$ cat config.mk
export PLATFORM = sky130hd
export DESIGN_NAME = cc_cell
export DESIGN_NICKNAME = d
export VERILOG_FILES = /design/src/hw/rtl/cc_pkg.sv /design/src/hw/rtl/cc_cell.sv
export SDC_FILE = /design/constraint.sdc
export NUM_CORES = 1
export LEC_CHECK = 0
export BUFFER_PORTS_ARGS = -buffer_cell sky130_fd_sc_hd__buf_2
export CORE_MARGIN = 5
export CORE_UTILIZATION = 61
export CTS_CLUSTER_DIAMETER = 30
export CTS_CLUSTER_SIZE = 30
export DETAILED_ROUTE_END_ITERATION = 16
export GPL_ROUTABILITY_DRIVEN = 1
export PLACE_DENSITY = 0.95
export SLEW_MARGIN = 20
export SYNTH_ARGS = -nofsm -noshare
export SYNTH_HDL_FRONTEND = slang
export SYNTH_SLANG_ARGS = --single-unit
export TNS_END_PERCENT = 5
$ cat constraint.sdc
create_clock -name clk -period 10.8 [get_ports clk]
set_input_delay 0 -clock clk [delete_from_list [all_inputs] [get_ports clk]]
set_output_delay 0 -clock clk [all_outputs]
set_load 0.03 [all_outputs]
$ cat src/hw/rtl/cc_pkg.sv
// Shared types and constants for the circular convolution block.
package cc_pkg;

    // Field widths fixed by the interface
    localparam int SAMPLE_BITS = 16;
    localparam int RESULT_BITS = 38;
    localparam int PROD_BITS   = 2 * SAMPLE_BITS;

    // Configuration port
    localparam int              LEN_BITS  = 7;
    localparam int              ADDR_BITS = 3;
    localparam int              DATA_BITS = 32;
    localparam logic [LEN_BITS-1:0] LEN_RESET = 7'd64;

    // Register index, taken from paddr above the byte offset
    localparam logic [ADDR_BITS-3:0] REG_BLOCK_LENGTH = 1'b0;

    typedef struct packed {
        logic signed [SAMPLE_BITS-1:0] sample_a;
        logic signed [SAMPLE_BITS-1:0] sample_b;
    } cc_in_t;

    typedef struct packed {
        logic signed [RESULT_BITS-1:0] result_value;
        logic                          last_of_block;
    } cc_out_t;

    // Commands broadcast from the sequencer to every cell
    typedef struct packed {
        logic clear;
        logic compute;
        logic unload;
    } cc_cell_cmd_t;

    typedef enum logic [2:0] {
        S_LOAD  = 3'b001,
        S_COMP  = 3'b010,
        S_DRAIN = 3'b100
    } cc_state_t;

endpackage

$ cat src/hw/rtl/cc_cell.sv
// One convolution cell: holds a sample pair and one output accumulator.
module cc_cell (
    input  logic                                  clk,
    input  cc_pkg::cc_cell_cmd_t                  cmd,
    input  logic                                  wr_en,
    input  cc_pkg::cc_in_t                        wr_data,
    input  logic signed [cc_pkg::SAMPLE_BITS-1:0] a_in,
    input  logic signed [cc_pkg::SAMPLE_BITS-1:0] b_in,
    input  logic signed [cc_pkg::RESULT_BITS-1:0] acc_in,
    input  logic signed [cc_pkg::SAMPLE_BITS-1:0] a_bcast,
    output logic signed [cc_pkg::SAMPLE_BITS-1:0] a_out,
    output logic signed [cc_pkg::SAMPLE_BITS-1:0] b_out,
    output logic signed [cc_pkg::RESULT_BITS-1:0] acc_out
);
    import cc_pkg::*;

    logic signed [SAMPLE_BITS-1:0] a_reg;
    logic signed [SAMPLE_BITS-1:0] a_next;
    logic signed [SAMPLE_BITS-1:0] b_reg;
    logic signed [SAMPLE_BITS-1:0] b_next;
    logic signed [RESULT_BITS-1:0] acc_reg;
    logic signed [RESULT_BITS-1:0] acc_next;
    logic signed [PROD_BITS-1:0]   prod;

    assign prod = a_bcast * b_reg;

    // Load on write, shift a toward cell zero and rotate b while computing
    always_comb
    begin
        a_next = a_reg;
        b_next = b_reg;
        if (wr_en)
        begin
            a_next = wr_data.sample_a;
            b_next = wr_data.sample_b;
        end
        else if (cmd.compute)
        begin
            a_next = a_in;
            b_next = b_in;
        end
    end

    // Clear, accumulate one product, or shift the result toward cell zero
    always_comb
    begin
        acc_next = acc_reg;
        if (cmd.clear)
            acc_next = '0;
        else if (cmd.compute)
            acc_next = acc_reg + {{(RESULT_BITS-PROD_BITS){prod[PROD_BITS-1]}}, prod};
        else if (cmd.unload)
            acc_next = acc_in;
    end

    always_ff @(posedge clk)
    begin
        a_reg   <= a_next;
        b_reg   <= b_next;
        acc_reg <= acc_next;
    end

    assign a_out   = a_reg;
    assign b_out   = b_reg;
    assign acc_out = acc_reg;

endmodule

==> flow_summary_export.csv <==
group,metric,value,unit
floorplanning,pin_count,193,
global_routing,grt_max_degree,60,
drt,via_count,12500,
min_path,hold_depth,2,
setup_path,worst_ep_required_time,11010,ps
clocking,root_buffer,"clkbuf_16",
global_routing,antenna_found_initial,0,
timing,holdWs,1.20,ps
synth,synth.avg_cell_area,9.27,µm²
synth,synth_edf_count,32,
timing,rsz0062_at_grt,"false",
clocking,post_cts_buffers,0,
clocking,cts_tree,"done",
timing,finClkSkew,27.0,ps
clocking,cts-resized-gates,0,
placed_design,post_dp_cell_area,15800,µm²
placed_design,hpwl,31.2,mm
setup_path,cp_common_cell,"fa_1",
drt,drtPass1Iterations,8,
placed_design,port_buffers,192,
setup_path,r2r_cells,32,
global_routing,grt_pass1_vias,13900,
finish,mostFrequentLayoutCells,"inv_1 (298), fa_1 (263), buf_2 (191)",
finish,drive_gt1_frac,0.141,
floorplanning,dieHeight,165,µm
synth,yosys_warnings,0,
placed_design,place_inst,2037,
timing,period_share,0.814,
clocking,numCtsBuffers,9,
setup_path,crit_fanout,17,
synth,yosysSeqAreaShare,0.118,
finish,area_growth,14.0,%
floorplanning,die_area,27200,µm²
clocking,clk_pin_slew,90,ps
floorplanning,rows,56,
setup_path,critPathLaunchType,"flip-flop",
finish,layout_commonest_cell,"inv_1",
setup_path,slowest_delay,640,ps
timing,finalSetupViolations,0,
setup_path,arrival,9010,ps
finish,nNetsFinal,2298,
synth,synth_cells,1580,
global_routing,track_usage,0.316,
synth,ys.flop_type,"dfxtp_1",
synth,synth_area,14600,µm²
timing,timing.final.crit_period,8790,ps
synth,syn_nets,2086,
drt,avgViaCountPerCell,5.92,
finish,finalNonFillerCells,2116,
finish,stdcell_area,16700,µm²
clocking,clock_sinks,70,
min_path,hold_class,"primary input to flip-flop",
timing,setup_tns,0,ps
outcome,status,"finished clean",
clocking,cts_buffer_depth,2,
drt,routed_wl,41.3,mm
timing,max_freq,0.114,GHz
timing,tightest_slew,1020,ps
timing,hold_viol,0,
floorplanning,core,23500,µm²
drt,drt_iter0_drc,991,
global_routing,grt_overflow,0,
clocking,insertion_delay,370,ps
placed_design,gp_congestion,0.936,
synth,ys_types,63,
drt,drc_errors,0,
finish,antennaDiodeCount,0,
setup_path,criticalPathCategory,"flip-flop to flip-flop",
clocking,htreeDepth,3,
floorplanning,start_util,0.622,
global_routing,grt_first_pass_wirelength,67.6,mm
synth,ys_seq_elements,70,
clocking,cts_hold_buf,63,
setup_path,slowest_stage,"edfxtp_1",
setup_path,endpoint_kind,"flip-flop",
timing,max_slew_margin,0.317,
drt,wl_per_cell,19.5,µm
drt,detail-route-antenna-nets,0,
flow_run,drv_cap,0,
floorplanning,dieWidth,165,µm
synth,postSynth.asyncResetShare,0,
timing,maxSlewViolCount,0,
-- synthesized netlist by cell type (19+ instances only) --
| cell | n | area, µm² |
|---|---|---|
| a211oi_1 | 55 | 413 |
| a21o_1 | 19 | 143 |
| a21oi_1 | 51 | 255 |
| and2_1 | 122 | 763 |
| clkbuf_1 | 51 | 191 |
| dfxtp_1 | 38 | 761 |
| edfxtp_1 | 32 | 961 |
| fa_1 | 263 | 5270 |
| ha_1 | 120 | 1500 |
| inv_1 | 298 | 1120 |
| mux2_2 | 33 | 372 |
| nand2_1 | 149 | 559 |
| nor2_1 | 65 | 244 |
| nor2b_1 | 24 | 150 |
| o21ai_0 | 36 | 180 |
| xnor2_1 | 41 | 359 |
| xor2_1 | 19 | 166 |
-- worst paths after layout --
check	from	end	slack (ps)
max	b_out[4]$_DFFE_PP_	acc_out[32]$_SDFFE_PP0P_	2010
min	wr_data[10]	b_out[10]$_DFFE_PP_	1
max reg2reg	b_out[4]$_DFFE_PP_	acc_out[32]$_SDFFE_PP0P_	2010
min reg2reg	acc_out[9]$_SDFFE_PP0P_	acc_out[9]$_SDFFE_PP0P_	600
-- kinds of logic (layout without fill, tap and decap cells) --
family | Yosys count | in the layout | share of synthesized area
compound gates | 234 | 234 | 0.109
simple gates | 429 | 429 | 0.146
mux | 49 | 49 | 0.0363
xor+xnor | 61 | 61 | 0.0370
flops | 70 | 70 | 0.118
fa+ha+maj | 383 | 383 | 0.462
buf+inv | 354 | 571 | 0.0926
-- flip-flops by register name (all words and copies together), names as in the netlist --
name / flops
acc_out: 38
a_out: 16
b_out: 16
-- worst max-delay path, delay by kind of cell, from the launching register on --
| family | cells | cell delay, ps |
|---|---|---|
| AOI/OAI and AO/OA | 12 | 2600 |
| adders and majority gates | 8 | 3720 |
| buffers and inverters | 4 | 220 |
| DFF | 1 | 640 |
| and+or+nand+nor | 8 | 1450 |
-- per-layer routing --
metal	GRT usage	up-vias	part of all wire
li1	-	5458	-
met1	0.344	6132	0.33
met2	0.568	716	0.52
met3	0.0724	214	0.083
met4	0.174	0	0.064
met5	0	-	0
-- per-stage QoR --
stage	util	setup slack, ps
floorplan	-	2720
global placement	0.670	2570
detailed placement	0.670	2190
CTS	0.709	2110
global route	0.709	1450
finish	0.709	2010
-- cell type report --
cell class                      count  area, µm²
Clock buffer                        9        225
Clock inverter                      7       60.1
Fill cell                        1591       6840
Inverter                          299       1120
Multi-Input combinational cell   1156      11600
Sequential cell                    70       1720
Tap cell                          319        399
Timing Repair Buffer              256       1600
Power is not shown: default switching activity piles up to over one toggle a cycle in this logic, so the estimate is an artifact.
