--- config.mk ---
export PLATFORM = sky130hd
export DESIGN_NAME = cc_ctrl
export DESIGN_NICKNAME = d
export VERILOG_FILES = /design/src/hw/rtl/cc_pkg.sv /design/src/hw/rtl/cc_ctrl.sv
export SDC_FILE = /design/constraint.sdc
export NUM_CORES = 1
export LEC_CHECK = 0
export BUFFER_PORTS_ARGS = -buffer_cell sky130_fd_sc_hd__buf_2
export CORE_ASPECT_RATIO = 1.25
export CORE_MARGIN = 2
export CORE_UTILIZATION = 40
export DETAILED_ROUTE_END_ITERATION = 7
export GPL_TIMING_DRIVEN = 0
export MAX_ROUTING_LAYER = met4
export PLACE_DENSITY = 0.71
export SETUP_SLACK_MARGIN = 0.5
export SKIP_LAST_GASP = 1
export SLEW_MARGIN = 20
export SYNTH_ARGS = -nofsm -noshare
export SYNTH_HDL_FRONTEND = slang
export SYNTH_SLANG_ARGS = --single-unit
--- constraint.sdc ---
create_clock -name clk -period 10.7 [get_ports clk]
set_clock_uncertainty 0.05 [all_clocks]
set_input_delay 1.605 -clock clk [delete_from_list [all_inputs] [get_ports clk]]
set_output_delay 1.605 -clock clk [all_outputs]
set_load 0.02 [all_outputs]
--- src/hw/rtl/cc_pkg.sv ---
// Shared types and constants for the circular convolution block.
package cc_pkg;

    // Field widths fixed by the interface
    localparam int SAMPLE_BITS = 16;
    localparam int RESULT_BITS = 38;
    localparam int PROD_BITS   = 2 * SAMPLE_BITS;

    // Configuration port
    localparam int              LEN_BITS  = 7;
    localparam int              ADDR_BITS = 3;
    localparam int              DATA_BITS = 32;
    localparam logic [LEN_BITS-1:0] LEN_RESET = 7'd64;

    // Register index, taken from paddr above the byte offset
    localparam logic [ADDR_BITS-3:0] REG_BLOCK_LENGTH = 1'b0;

    typedef struct packed {
        logic signed [SAMPLE_BITS-1:0] sample_a;
        logic signed [SAMPLE_BITS-1:0] sample_b;
    } cc_in_t;

    typedef struct packed {
        logic signed [RESULT_BITS-1:0] result_value;
        logic                          last_of_block;
    } cc_out_t;

    // Commands broadcast from the sequencer to every cell
    typedef struct packed {
        logic clear;
        logic compute;
        logic unload;
    } cc_cell_cmd_t;

    typedef enum logic [2:0] {
        S_LOAD  = 3'b001,
        S_COMP  = 3'b010,
        S_DRAIN = 3'b100
    } cc_state_t;

endpackage

--- src/hw/rtl/cc_ctrl.sv ---
// Sequencer: length register, load count, compute steps and result register.
module cc_ctrl #(
    parameter int MAX_LENGTH = 64
) (
    input  logic                                  clk,
    input  logic                                  rst_n,
    input  logic                                  psel,
    input  logic                                  penable,
    input  logic                                  pwrite,
    input  logic [cc_pkg::ADDR_BITS-1:0]          paddr,
    input  logic [cc_pkg::DATA_BITS-1:0]          pwdata,
    output logic [cc_pkg::DATA_BITS-1:0]          prdata,
    output logic                                  pready,
    input  logic                                  sample_valid,
    output logic                                  sample_stall,
    input  logic                                  result_stall,
    output logic                                  result_valid,
    output cc_pkg::cc_out_t                       result,
    input  logic signed [cc_pkg::RESULT_BITS-1:0] acc_head,
    output cc_pkg::cc_cell_cmd_t                  cmd,
    output logic                                  wr_strobe,
    output logic [$clog2(MAX_LENGTH)-1:0]         wr_idx,
    output logic [$clog2(MAX_LENGTH)-1:0]         wrap_idx
);
    import cc_pkg::*;

    localparam int IW = $clog2(MAX_LENGTH);
    localparam int CW = $clog2(MAX_LENGTH + 1);

    cc_state_t         state_reg;
    cc_state_t         state_next;
    logic [LEN_BITS-1:0] blen_reg;
    logic [CW-1:0]     len_eff;
    logic [CW-1:0]     count_reg;
    logic [CW-1:0]     count_next;
    logic [CW-1:0]     count_plus;
    logic [IW-1:0]     step_reg;
    logic [IW-1:0]     step_next;
    logic [CW-1:0]     remain_reg;
    logic [CW-1:0]     remain_next;
    logic              out_valid_reg;
    logic              out_valid_next;
    cc_out_t           out_data_reg;
    cc_out_t           out_data_next;
    logic              accept;
    logic              move;
    logic              cfg_write;

    // Register access
    assign pready    = 1'b1;
    assign cfg_write = psel && penable && pwrite
                       && (paddr[ADDR_BITS-1:2] == REG_BLOCK_LENGTH);
    assign prdata    = {{(DATA_BITS-LEN_BITS){1'b0}}, blen_reg};

    always_ff @(posedge clk or negedge rst_n)
    begin
        if (!rst_n)
            blen_reg <= LEN_RESET;
        else if (cfg_write)
            blen_reg <= pwdata[LEN_BITS-1:0];
    end

    // Clamp the length to 1..MAX_LENGTH
    always_comb
    begin
        if (blen_reg == '0)
            len_eff = CW'(1);
        else if (blen_reg > LEN_BITS'(MAX_LENGTH))
            len_eff = CW'(MAX_LENGTH);
        else
            len_eff = blen_reg[CW-1:0];
    end

    assign wrap_idx     = IW'(len_eff - CW'(1));
    assign wr_idx       = count_reg[IW-1:0];
    assign count_plus   = count_reg + CW'(1);
    assign sample_stall = (state_reg != S_LOAD);
    assign accept       = sample_valid && !sample_stall;
    assign move         = !out_valid_reg || !result_stall;

    // Sequence load, compute and drain
    always_comb
    begin
        state_next     = state_reg;
        count_next     = count_reg;
        step_next      = step_reg;
        remain_next    = remain_reg;
        out_valid_next = out_valid_reg;
        out_data_next  = out_data_reg;
        cmd            = '0;
        wr_strobe      = 1'b0;

        if (out_valid_reg && !result_stall)
            out_valid_next = 1'b0;

        unique case (state_reg)
            S_LOAD:
            begin
                if (accept)
                begin
                    wr_strobe = 1'b1;
                    if (count_plus >= len_eff)
                    begin
                        cmd.clear  = 1'b1;
                        count_next = '0;
                        step_next  = '0;
                        state_next = S_COMP;
                    end
                    else
                        count_next = count_plus;
                end
            end
            S_COMP:
            begin
                cmd.compute = 1'b1;
                if (step_reg == wrap_idx)
                begin
                    remain_next = len_eff;
                    state_next  = S_DRAIN;
                end
                else
                    step_next = step_reg + IW'(1);
            end
            S_DRAIN:
            begin
                if (move)
                begin
                    cmd.unload                  = 1'b1;
                    out_valid_next              = 1'b1;
                    out_data_next.result_value  = acc_head;
                    out_data_next.last_of_block = (remain_reg == CW'(1));
                    remain_next                 = remain_reg - CW'(1);
                    if (remain_reg == CW'(1))
                        state_next = S_LOAD;
                end
            end
            default:
            begin
                state_next = S_LOAD;
            end
        endcase
    end

    always_ff @(posedge clk or negedge rst_n)
    begin
        if (!rst_n)
        begin
            state_reg     <= S_LOAD;
            count_reg     <= '0;
            step_reg      <= '0;
            remain_reg    <= '0;
            out_valid_reg <= 1'b0;
        end
        else
        begin
            state_reg     <= state_next;
            count_reg     <= count_next;
            step_reg      <= step_next;
            remain_reg    <= remain_next;
            out_valid_reg <= out_valid_next;
        end
    end

    // Hold the result payload
    always_ff @(posedge clk)
    begin
        out_data_reg <= out_data_next;
    end

    assign result_valid = out_valid_reg;
    assign result       = out_data_reg;

endmodule

==> results.cfg, run 1 <==
[outcome]
status = completed

[final_layout]
nNetsFinal = 531
fillers = 744
seqCellArea_um2 = 1950
fin_cells = 541
largest_reg_flops = 39
area_delta_synth_final_pct = 29.7
multi_input_area_um2 = 1280
diodes = 0
drive_above_1_share_pct = 43.0

[timing]
drv_slew = 0
setup-violations-final = 0
relSlewSlack_pct = 52.0
tightest_slew_ps = 718
rsz0062_at_grt = no
finalCriticalPeriod_ps = 5060
fin_setup_tns_ps = 0
timing.final.crit_share_pct = 47.3
fmax_mhz = 198
hold_viol = 0

[grt]
grt_overflow_total = 0
grt_max_degree = 32
grt_first_pass_wirelength_um = 11800
antenna_found_initial = 0
grtUsageTotal_pct = 16.8
grt_pass1_vias = 2503

[floorplan]
start_util_pct = 41.5
io_pins = 170
core_um2 = 8290
fp.dieH_um = 108
die_w_um = 87.0
die_area_um2 = 9360
rows = 37

[yosys]
synth-edff-count = 39
synth_area_per_cell_um2 = 12.0
seq_area_frac_synth_pct = 56.7
mappedNetlistArea_um2 = 3440
yosysWarnings = 0
synth_seq_cells = 70
synth-main-ff-cell = edfxtp_1
synth_cell_types = 57
async_reset_ff_share_pct = 44.3
syn-instance-count = 287

[worst_setup_path]
reg2reg_from = blen_reg[3]
cp_max_fo = 10
crit_type = reg2out
critPathCaptureType = output pin
worstSetupStartpointType = flop
r2r_slack_ps = 7400
crit_arrival_ps = 3410
crit_required_ps = 9050
r2r_cells = 10
crit_start = blen_reg[3]

[clock_network]
cts_hold_buf = 0
post-cts-setup-buffer-count = 0
htree_num_levels = 3
clkSlewWorstSetupHoldPaths_ps = 70
clkLatencyLatePin_ps = 350
cts_tree = built
cts.sink_count = 70
ctsRootBufferMaster = clkbuf_8
ctsResizeCount = 0
clock_path_buffers = 2
cts_made_buffers = 9

[drt]
drcViolationCount = 0
vias_per_cell = 4.86
via_count = 2631
routedWlPerCell_um = 13.8
drt-initial-drc-count = 80
drtPass1Iterations = 6
postRouteWirelength_um = 7460
final_antenna_net_count = 0

[min_path]
hold_start = state_reg[1]
min_path_type = reg2reg
holdPathStages = 1

[job]
cap_violations = 0

[power]
ir_drop_mv = 0.0852
leakage_nw = 2.15
power.density_nw_per_um2 = 187

[place]
dp.cells = 525
gp_congestion = 0.827
place_hpwl_um = 5750
numPortBuffers = 116
==> report_power, final <==
group,internal [mW],switching [mW],total (mW)
Combinational,0.117,0.152,0.269
Clock,0.107,0.0988,0.206
Sequential,0.315,0.0436,0.359
==> metrics by stage <==
step                area (um^2)  power [mW]  hold WS, ps  setup slack (ps)  utilization, %
floorplan                  3530       0.554          397              4950               -
global placement           4230       0.627          422              3800            51.1
detailed placement         4270       0.635          432              6010            51.5
CTS                        4460       0.844          447              5600            53.8
global route               4460       0.891          465              5370            53.8
finish                     4460       0.833          447              5640            53.8
==> synthesized netlist by cell type, types with 2 or more instances <==
library cell / number / area [um^2]
dfstp_2: 2 / 52.6
a2bb2oi_1: 4 / 35.0
nor3_2: 3 / 30.0
nand3_1: 7 / 35.0
inv_1: 9 / 33.8
buf_4: 32 / 240
nor3_1: 3 / 15.0
mux2i_1: 3 / 30.0
conb_1: 2 / 7.51
nor2_1: 12 / 45.0
xnor2_1: 7 / 61.3
a31oi_1: 3 / 18.8
xor2_1: 4 / 35.0
mux2_2: 7 / 78.8
a21oi_1: 16 / 80.1
and3_1: 5 / 31.3
ha_1: 12 / 150
edfxtp_1: 39 / 1170
o21ai_1: 5 / 25.0
a21o_1: 2 / 15.0
clkinv_1: 2 / 7.51
nand2_1: 26 / 97.6
or3_1: 4 / 25.0
o21ai_0: 13 / 65.1
nand2b_1: 5 / 31.3
dfrtp_1: 29 / 726
==> worst max-delay path, stage by stage (launching register included) <==
cell and delay (ps):
dfrtp_1 460, or4_4 580, nor2_1 100, o21ai_0 200
inv_1 110, ha_1 220, nand2b_1 140, a211o_1 290
a21oi_1 130, o21ai_1 240, nand2_1 300, inv_1 110
buf_2 170
==> cell families after synthesis <==
| family | Yosys count | synth area share (%) |
|---|---|---|
| mux | 11 | 3.56 |
| simple gates | 78 | 12.6 |
| compound gates | 56 | 10.8 |
| xor+xnor | 11 | 2.80 |
| fa+ha+maj | 12 | 4.36 |
| other cells | 2 | 0.218 |
| buf+inv | 47 | 8.98 |
| flops | 70 | 56.7 |
==> final timing paths <==
kind / endpoint
worst max-delay path: cmd[2]
worst min-delay path: state_reg[0]
min in group asynchronous: step_reg[5]
worst max register to register: remain_reg[1]
worst min register to register: state_reg[0]
max in group asynchronous: count_reg[4]
==> layout by cell type (no fill, tap or decap), types with 9 or more instances in the layout <==
| cell type | instances |
|---|---|
| nor2_1 | 12 |
| edfxtp_1 | 39 |
| buf_4 | 32 |
| inv_1 | 9 |
| a21oi_1 | 15 |
| o21ai_0 | 13 |
| ha_1 | 12 |
| nand2_1 | 26 |
| buf_2 | 117 |
| dfrtp_1 | 29 |
| conb_1 | 26 |
| clkbuf_8 | 9 |
==> cell type report <==
cell class	count	area share (%)
Multi-Input combinational cell	194	28.8
Sequential cell	70	43.7
Tap cell	97	2.72
Inverter	12	1.01
Clock buffer	10	2.86
Buffer	35	5.92
Clock inverter	6	1.40
Timing Repair Buffer	117	13.6
==> per-layer routing <==
metal	part of all wire, %	track usage, %	vias to the layer above	wire [um]
li1	-	-	1283	-
met1	39	18.9	1199	2950
met2	49	27.9	137	3690
met3	8.9	3.30	12	667
met4	2.1	9.04	0	155
met5	0	-	-	0
Note: power is estimated with default switching activity, not from simulation.
==> run 2: changes to the inputs <==
--- a/config.mk
+++ b/config.mk
@@ -12,7 +12,7 @@
 export DETAILED_ROUTE_END_ITERATION = 7
 export GPL_TIMING_DRIVEN = 0
 export MAX_ROUTING_LAYER = met4
-export PLACE_DENSITY = 0.71
+export PLACE_DENSITY = 0.74
 export SETUP_SLACK_MARGIN = 0.5
 export SKIP_LAST_GASP = 1
 export SLEW_MARGIN = 20
==> constraint.sdc (replaced) <==
create_clock -name clk -period 4.6 [get_ports clk]
set_clock_uncertainty 0.05 [all_clocks]
set_input_delay 0.69 -clock clk [delete_from_list [all_inputs] [get_ports clk]]
set_output_delay 0.69 -clock clk [all_outputs]
set_load 0.02 [all_outputs]
==> run 2 against run 1 <==
  * Critical path depth unchanged
  * Worst hold slack got worse by 110 ps
  * Wire length grew 2.2%
  * Combinational power increased by 140%
  * Sequential cell count is the same
  * Critical path type unchanged
  * Highest routed layer unchanged
==> results.cfg, run 2 (synthesis results as in run 1) <==
[outcome]
status = completed

[drt]
final_antenna_net_count = 0
vias_per_cell = 4.94
via_count = 2673
postRouteWirelength_um = 7620
drcViolationCount = 0
routedWlPerCell_um = 14.1
drt-initial-drc-count = 71
drtPass1Iterations = 4

[power]
leakage_nw = 2.16
ir_drop_mv = 0.250
p_total_mw = 1.95
power.density_nw_per_um2 = 437

[clock_network]
ctsRootBufferMaster = clkbuf_8
cts_tree = built
cts.sink_count = 70
cts_made_buffers = 9
clock_path_buffers = 2
htree_num_levels = 3
clkLatencyLatePin_ps = 350
cts_hold_buf = 0
clkSlewWorstSetupHoldPaths_ps = 70

[worst_setup_path]
crit_type = reg2out
cp_slowest_cell = or4_4
cp_max_fo = 10
cpPeakStageDelay_ps = 590
critPathCaptureType = output pin
crit_required_ps = 3860
path_delay_family = simple AND/OR/NAND/NOR gates
worstSetupStartpointType = flop
cp_cell_sequence = or4_4 -> nor2_1 -> o21ai_1 -> inv_1 -> ha_1 -> nand2b_1 -> a211o_1 -> a21oi_1 -> o21ai_2 -> nand2_2 -> inv_1 -> buf_2
crit_arrival_ps = 3130
critPathBufInv = 3
crit_top_cell = inv_1

[grt]
grt_overflow_total = 0
grtUsageTotal_pct = 16.7
grt_pass1_vias = 2539
grt_first_pass_wirelength_um = 11800
antenna_found_initial = 0
grt_max_degree = 32

[timing]
hold_viol = 0
tightest_slew_ps = 733
timing.final.crit_share_pct = 84.1
setup-violations-final = 0
finalCriticalPeriod_ps = 3870
fin_setup_tns_ps = 0
rsz0062_at_grt = no
hold_slack_ps = 335
fmax_mhz = 259
drv_slew = 0
relSlewSlack_pct = 51.0

[final_layout]
area_delta_synth_final_pct = 29.9
largest_reg_flops = 39
diodes = 0
drive_above_1_share_pct = 43.5
final_common_cell = buf_2
nNetsFinal = 531
mostFrequentLayoutCells = buf_2, edfxtp_1, buf_4

[floorplan]
die_area_um2 = 9360
die_w_um = 87.0
io_pins = 170
start_util_pct = 41.5
rows = 37
core_um2 = 8290
fp.dieH_um = 108

[min_path]
min_path_type = in2async

[place]
place_hpwl_um = 5820
gp_congestion = 0.840
numPortBuffers = 116

[job]
cap_violations = 0
[run 2: cell counts in the layout (fill, tap and decap cells not counted)]
No cell type changed its count.
[run 2: cell type report]
| class | instances | area (um^2) |
|---|---|---|
| repair buffers | 117 | 608 |
| plain buffers | 35 | 264 |
| flip-flops and latches | 70 | 1950 |
| inverters | 12 | 45.0 |
| fillers | 716 | 3820 |
| well taps | 97 | 121 |
| multi-input cells | 194 | 1290 |
| clock inverters | 6 | 62.6 |
| clock buffers | 10 | 128 |
[run 2: worst paths after layout]
| path | depth (start not counted) | endpoint | slack [ps] | startpoint |
|---|---|---|---|---|
| max reg2reg | 10 | remain_reg[1] | 1410 | blen_reg[3] |
| max | 12 | cmd[2] | 730 | blen_reg[3] |
| min reg2reg | 2 | count_reg[6] | 460 | count_reg[6] |
| min | 1 | step_reg[5] | 340 | rst_n |
| min in group clk | 2 | count_reg[6] | 460 | count_reg[6] |
| max in group asynchronous | 1 | state_reg[2] | 3710 | rst_n |
[run 2: repair_timing]
| item | in CTS | in global routing |
|---|---|---|
| resized for setup | 1 | 2 |
| buffers inserted | 0 | 0 |
| endpoints found under the setup margin | 1 | 1 |
[run 2: through the flow]
stage	instances	instance area, um^2	util, %	setup slack [ps]
2_1_floorplan	311	3530	-	905
3_3_place_gp	524	4240	51.1	826
3_5_place_dp	525	4270	51.5	834
4_1_cts	541	4460	53.9	515
5_1_grt	541	4470	53.9	523
6_report	541	4470	53.9	734
[run 2: worst register-to-register path: stages, from the launching register on]
cell     delay [ps]
dfrtp_1         470
or4_4           590
nor2_1          110
o21ai_1         130
ha_1            270
nor3b_1         140
o21ai_0         320
xor2_1          270
nor4b_4         100
mux2i_2         420
mux2i_1         240
[run 2: per-layer routing]
| layer | GRT usage, % | vias up | part of all wire [%] |
|---|---|---|---|
| li1 | - | 1279 | - |
| met1 | 17.6 | 1240 | 39 |
| met2 | 29.4 | 144 | 51 |
| met3 | 3.83 | 10 | 8.8 |
| met4 | 7.70 | 0 | 1.3 |
| met5 | - | - | 0 |
[run 2: power breakdown]
part | leakage, nW | internal [mW] | switching [mW]
sequential | 0.747 | 0.732 | 0.105
combinational | 1.32 | 0.275 | 0.363
clock | 0.0899 | 0.248 | 0.230
